--- config.mk ---
export PLATFORM = sky130hd
export DESIGN_NAME = mxt_chain
export DESIGN_NICKNAME = d
export VERILOG_FILES = /design/src/design/mxt_pkg.sv /design/src/design/mxt_cell.sv /design/src/design/mxt_chain.sv
export SDC_FILE = /design/constraint.sdc
export NUM_CORES = 1
export LEC_CHECK = 0
export BUFFER_PORTS_ARGS = -buffer_cell sky130_fd_sc_hd__buf_2
export CAP_MARGIN = 20
export CORE_ASPECT_RATIO = 0.75
export CORE_UTILIZATION = 53
export DETAILED_ROUTE_END_ITERATION = 8
export GPL_ROUTABILITY_DRIVEN = 0
export PLACE_DENSITY = 0.79
export SLEW_MARGIN = 20
export SYNTH_ARGS = -nofsm -noshare
export SYNTH_HDL_FRONTEND = slang
export SYNTH_SLANG_ARGS = --single-unit
--- constraint.sdc ---
create_clock -name clk -period 1.4 [get_ports clk]
set_clock_uncertainty 0.05 [all_clocks]
set_input_delay 0.07 -clock clk [delete_from_list [all_inputs] [get_ports clk]]
set_output_delay 0.07 -clock clk [all_outputs]
set_load 0.02 [all_outputs]
--- src/design/mxt_pkg.sv ---
`default_nettype none

package mxt_pkg;

    localparam int WORD_BITS = 32;
    localparam int MAX_ITEMS = 1024;
    // root plus one full path per item
    localparam int NODES     = MAX_ITEMS * WORD_BITS + 1;
    localparam int ID_BITS   = $clog2(NODES);
    // node 0 (root) lives in flops; memory holds nodes 1..NODES-1 at id-1
    localparam int ADDR_BITS = $clog2(NODES - 1);
    localparam int MEM_DEPTH = NODES - 1;
    localparam int LVL_BITS  = $clog2(WORD_BITS);
    localparam int MISS_BITS = $clog2(WORD_BITS + 1);

    typedef logic [ID_BITS-1:0]   node_id_t;
    typedef logic [ADDR_BITS-1:0] mem_addr_t;
    typedef logic [LVL_BITS-1:0]  lvl_t;
    typedef logic [MISS_BITS-1:0] miss_t;
    typedef logic [WORD_BITS-1:0] word_t;

    // child links indexed by branch bit; 0 = absent
    typedef logic [1:0][ID_BITS-1:0] entry_t;

    typedef struct packed {
        logic load;     // parallel load of prefix bits, clears result bits
        logic shift;    // advance one level
        logic acc_bit;  // result bit entering at the low end
    } mxt_chain_ctl_t;

    typedef enum logic [2:0] {
        ST_IDLE,
        ST_LOAD,
        ST_WALK,
        ST_DECIDE,
        ST_WPAR,
        ST_WNEW,
        ST_FIN
    } mxt_state_t;

endpackage

`default_nettype wire

--- src/design/mxt_cell.sv ---
`default_nettype none

module mxt_cell
    import mxt_pkg::*;
(
    input  wire logic           clk,
    input  wire mxt_chain_ctl_t ctl,
    input  wire logic           load_bit,
    input  wire logic           q_in,
    input  wire logic           a_in,
    output logic                q,
    output logic                a
);

    logic q_reg, q_next;
    logic a_reg, a_next;

    always_comb
    begin
        q_next = q_reg;
        a_next = a_reg;
        if (ctl.load)
        begin
            q_next = load_bit;
            a_next = 1'b0;
        end
        else if (ctl.shift)
        begin
            q_next = q_in;
            a_next = a_in;
        end
    end

    always_ff @(posedge clk)
    begin
        q_reg <= q_next;
        a_reg <= a_next;
    end

    assign q = q_reg;
    assign a = a_reg;

endmodule

`default_nettype wire

--- src/design/mxt_chain.sv ---
`default_nettype none

module mxt_chain
    import mxt_pkg::*;
(
    input  wire logic           clk,
    input  wire mxt_chain_ctl_t ctl,
    input  wire word_t          load_val,
    output logic                head_bit,   // prefix bit of the current level
    output word_t               acc         // result word, MSB first in
);

    word_t q_bits;
    word_t a_bits;

    for (genvar k = 0; k < WORD_BITS; k++)
    begin : g_cell
        logic q_in;
        logic a_in;
        if (k == 0)
        begin : g_tail
            assign q_in = 1'b0;
            assign a_in = ctl.acc_bit;
        end
        else
        begin : g_link
            assign q_in = q_bits[k-1];
            assign a_in = a_bits[k-1];
        end
        mxt_cell u_cell (
            .clk      (clk),
            .ctl      (ctl),
            .load_bit (load_val[k]),
            .q_in     (q_in),
            .a_in     (a_in),
            .q        (q_bits[k]),
            .a        (a_bits[k])
        );
    end

    assign head_bit = q_bits[WORD_BITS-1];
    assign acc      = a_bits;

endmodule

`default_nettype wire

== Yosys cells after proc, flatten, opt, wreduce, memory -nomap -nowiden ==
Index checks and enable logic that the tools add are counted.

* Flip-flop bits (word level): 64
* Bits of input ports: 36
* Output and inout port bits: 33
* Word-level logic and storage cells: 129

* Multiplexer cells: 64
* Reduce and logical (&&, ||, !) cells: 1

{| class="wikitable"
|+ Operators by type and width
! cell !! number
|-
| 2-to-1 mux 1 bit || 64
|-
| nonzero test 2 bit || 1
|}

== Logic depth before layout (Yosys ltp) ==
* Depth after elaboration: 2
* Gate-level depth with buffers: 4
* Gate-level depth less buffers: 2

== By module ==
From an unflattened synthesis, not the netlist that was laid out.

* Cells, all modules: 224
* Area total of the unflattened synthesis: 2959.1 µm²

{| class="wikitable"
|+ Modules (own cells, without submodules)
! module !! instances !! cells each !! area each (µm²) !! sequential area each (µm²)
|-
| mxt_cell || 32 || 6 || 85.1 || 50.0
|-
| mxt_chain || 1 || 32 || 236.5 || 0.0
|}

== Least setup slack after synthesis ==
OpenSTA, ideal clock, no wires.

* Kind: in2reg
* Start point: input port ctl[1] (netlist name)
* End point: register g_cell[0].u_cell.q_reg (enable)
* Library setup time: 0.375 ns
* Data arrival time: 0.808 ns
* Data required time: 0.975 ns
* Slack: 0.168 ns
* Cell stages on the path: 3
* Path buffers: 2
* Cells stage by stage: buf_6 buf_6 or2_2

* Word-level cells in the longest chain between the ends: 1

{| class="wikitable"
|+ RTL lines
! what !! line !! text
|-
| from (decl) || mxt_chain.sv:7 || <nowiki>input wire mxt_chain_ctl_t ctl,</nowiki>
|-
| nonzero test 2 bit (no line) || n/a ||
|-
| to (signal assigned) || mxt_cell.sv:36 || <nowiki>q_reg <= q_next;</nowiki>
|-
| to (decl) || mxt_cell.sv:15 || <nowiki>logic q_reg, q_next;</nowiki>
|}

Every way passes these cells.
A chain may end at the register's enable or synchronous reset.

== Worst setup path in the final report ==
* Start point: register g_cell[4].u_cell.a_reg
* End point: output port acc[4]

{| class="wikitable"
|+ RTL lines
! what !! line !! text
|-
| from (decl) || mxt_cell.sv:16 || <nowiki>logic a_reg, a_next;</nowiki>
|-
| from (signal assigned) || mxt_cell.sv:37 || <nowiki>a_reg <= a_next;</nowiki>
|-
| to (decl) || mxt_chain.sv:10 || <nowiki>output word_t acc</nowiki>
|}

No word-level cell between the ends.

==> out/summary.txt <==
========================================================================================================
Critical path's top delay family                                                              flip-flops
Leading area contributor after synthesis                                                    sky130_fd_sc_hd__edfxtp_1
Cell internal power dissipation                                                                  3.10 mW
Pwr/cell area                                                                               1150 mW/mm^2
Instance count after placement with tap cells included                                               304
Final-layout setup total negative slack                                                             0 ns
Die ar.                                                                                     0.00558 sq mm
Origin of the worst min-delay path                                                                ctl[2]
Synthesized net count                                                                                240
Via/cell ratio                                                                                      4.63
Floorplan die width                                                                              85.9 um
Number of max-slew violations in the final report                                                      0
Post-detailed-route DRC marker count                                                                   0
Final HPWL DP                                                                                    2770 um
Share of the yosys chip area belonging to registers                                                57.2%
Proportion of netlist area held by the largest area contributor                                    34.3%
# Post-CTS Setup Buffers                                                                               0
Unrepaired setup endpoints after global routing                                                    false
Via count                                                                                          1,633
Total of endpoints with negative setup slack in the final report                                       0
Library cells used by synthesis                                                                       11
Number of rows created at floorplan                                                                   22
Delay of the slowest cell on the worst path                                                      0.38 ns
Core region area                                                                            0.00498 sq mm
First-pass GRT wire length                                                                       7530 um
Post-CTS clock slew at the launch and capture registers of the worst setup and hold paths        0.06 ns
Number of max-cap violations                                                                           0
Switching power share of the total                                                                 21.0%
Part of the power in registers                                                                     54.2%
Sort of element at the end of the critical path                                               output pin
Largest net degree at the start of global routing                                                     38
Final clock period utilization by the worst path                                                   71.7%
Power Total                                                                                      3.93 mW
Critical Path Source                                                                        g_cell[4].u_cell.a$_SDFFE_PP0P_
Diodes inserted                                                                                        0
CP Class                                                                                      reg -> out
Yosys warning total                                                                                    0
Via count of the first global-routing pass                                                         1,591
Layout overhead on the synthesized area                                                            22.2%
Number of nets in the layout                                                                         312
Total global-route track usage                                                                     18.7%
Tmin final                                                                                       1.00 ns
Starting density of the core                                                                       56.2%
Flip-flop and latch count after synthesis                                                             64
Number of antenna violations at the first check in global routing                                      0
Syn Std Cell Area                                                                           0.00280 sq mm
IO Count                                                                                              69
Gate count after technology mapping                                                                  204
Signal arrival time at the worst endpoint                                                        0.88 ns
Final hold violation count                                                                             0
Vert. Die Dim                                                                                    64.9 um
Grt total ovfl                                                                                         0
P_leak                                                                                           1.57 nW
Worst-case vdd ir drop                                                                            641 uV
IO Port Bufs                                                                                          68
CP Launch Type                                                                                 flip-flop
Slowest library cell on the worst path                                                      sky130_fd_sc_hd__dfxtp_1
Req. time, crit path                                                                             1.28 ns
List of cells traversed by the critical path                                                       buf_2
Antenna viol nets, final                                                                               0
Number of buffers and inverters on the critical path                                                   1
Part of the total power dissipated in the clock network                                            36.4%
Cts bufs inserted                                                                                      9
Total number of H-tree levels                                                                          3
Switching power of the nets                                                                     0.826 mW
Worst-skew pair later-pin latency                                                                0.32 ns
DRT Pass-1 Iters                                                                                       4
Maximum clock path buffer count                                                                        2
Maximum achievable frequency                                                                     996 MHz
Worst Max-Slew Pin Slew                                                                         0.736 ns
Final standard cell count with taps included and fillers excluded                                    353
Wire length reported by the detailed router                                                      4790 um
Synthesized area per cell                                                                     13.7 sq um
Clock sink total                                                                                      64
Start of the worst register-to-register path                                                g_cell[22].u_cell.q$_DFFE_PP_
CTS tree                                                                                           built
Crit path max fanout                                                                                   3
Result of the run                                                                           finished, final reports clean
Drt initial violations                                                                                92
Worst relative slew slack                                                                          50.9%
WL per Instance                                                                                  13.6 um
Fraction of layout cells with a size suffix above 1                                                42.0%
Dominant cells by area after synthesis                                                      sky130_fd_sc_hd__edfxtp_1 (34%), sky130_fd_sc_hd__dfxtp_1 (23%), sky130_fd_sc_hd__mux2i_1 (11%)
Min-delay worst type                                                                           in -> reg
Cell at the root of the clock tree                                                          sky130_fd_sc_hd__clkbuf_8
Proportion of power drawn by combinational gates                                                    9.4%
========================================================================================================
cell families (layout without fill, tap and decap cells):
group | after synthesis | after routing | share of synthesized area (%)
buffers and inverters | 43 | 120 | 12.4
DFF | 64 | 64 | 57.2
muxes | 63 | 63 | 25.7
and+or+nand+nor | 34 | 34 | 4.74
cells in the final DEF (no fill, tap or decap), types with 3 or more instances in the layout:
cell and n:
sky130_fd_sc_hd__buf_2 68, sky130_fd_sc_hd__dlygate4sd3_1 33, sky130_fd_sc_hd__mux2i_1 32, sky130_fd_sc_hd__nor2_1 32, sky130_fd_sc_hd__dfxtp_1 32, sky130_fd_sc_hd__edfxtp_1 32, sky130_fd_sc_hd__mux2_2 18, sky130_fd_sc_hd__mux2_4 13
sky130_fd_sc_hd__clkbuf_8 12, sky130_fd_sc_hd__clkinv_2 3, sky130_fd_sc_hd__buf_4 3
power by group through the flow:
stage / registers (mW) / logic, mW / clock network, mW
floorplan: 2.16 / 0.232 / 0
global placement: 2.16 / 0.285 / 0
detailed placement: 2.17 / 0.292 / 0
CTS: 2.13 / 0.360 / 1.47
global route: 2.14 / 0.393 / 1.58
finish: 2.13 / 0.367 / 1.43
metal layers:
layer / share of wire [%] / up-vias / global-route usage, % / wire, um
met2: 49 / 45 / 28.9 / 2330
met4: 1.1 / 0 / 7.50 / 53
met3: 3.8 / 6 / 8.41 / 184
met1: 47 / 767 / 22.8 / 2230
met5: 0 / - / 0 / 0
li1: - / 815 / - / -
stage by stage:
step / hold WS, ns / utilization, % / instance area, sq um / setup WS (ns)
finish: 0.202 / 68.6 / 3420 / 0.396
global route: 0.196 / 68.6 / 3420 / 0.324
CTS: 0.00343 / 68.2 / 3400 / 0.381
detailed placement: 0.269 / 58.3 / 2910 / 0.115
global placement: 0.256 / 58.3 / 2910 / 0.147
floorplan: 0.167 / - / 2800 / 0.168
repair_timing:
action,in CTS,in global routing
gates resized for setup,0,0
endpoints found under the hold margin,31,2
hold buffers,31,2
synthesized netlist by cell type, drive strengths merged:
library cell / number
or2: 1
and2: 1
mux2: 31
dfxtp: 32
mux2i: 32
buf: 43
edfxtp: 32
nor2: 32
path summary, 6_finish.rpt:
check | to | slack, ns | cells past startpoint
worst max register to register | g_cell[23].u_cell.q$_DFFE_PP_ | 0.41 | 1
worst min register to register | g_cell[20].u_cell.a$_SDFFE_PP0P_ | 0.46 | 2
worst min-delay path | g_cell[8].u_cell.a$_SDFFE_PP0P_ | 0.20 | 3
worst max-delay path | acc[4] | 0.40 | 1
area by class of cell:
cell class | instances | area (sq um)
clock buffers | 13 | 169
fillers | 388 | 1560
repair buffers | 104 | 693
clock inverters | 3 | 15.0
multi-input cells | 97 | 851
well taps | 72 | 90.1
flip-flops and latches | 64 | 1600
Power figures use the tool's default switching activity.
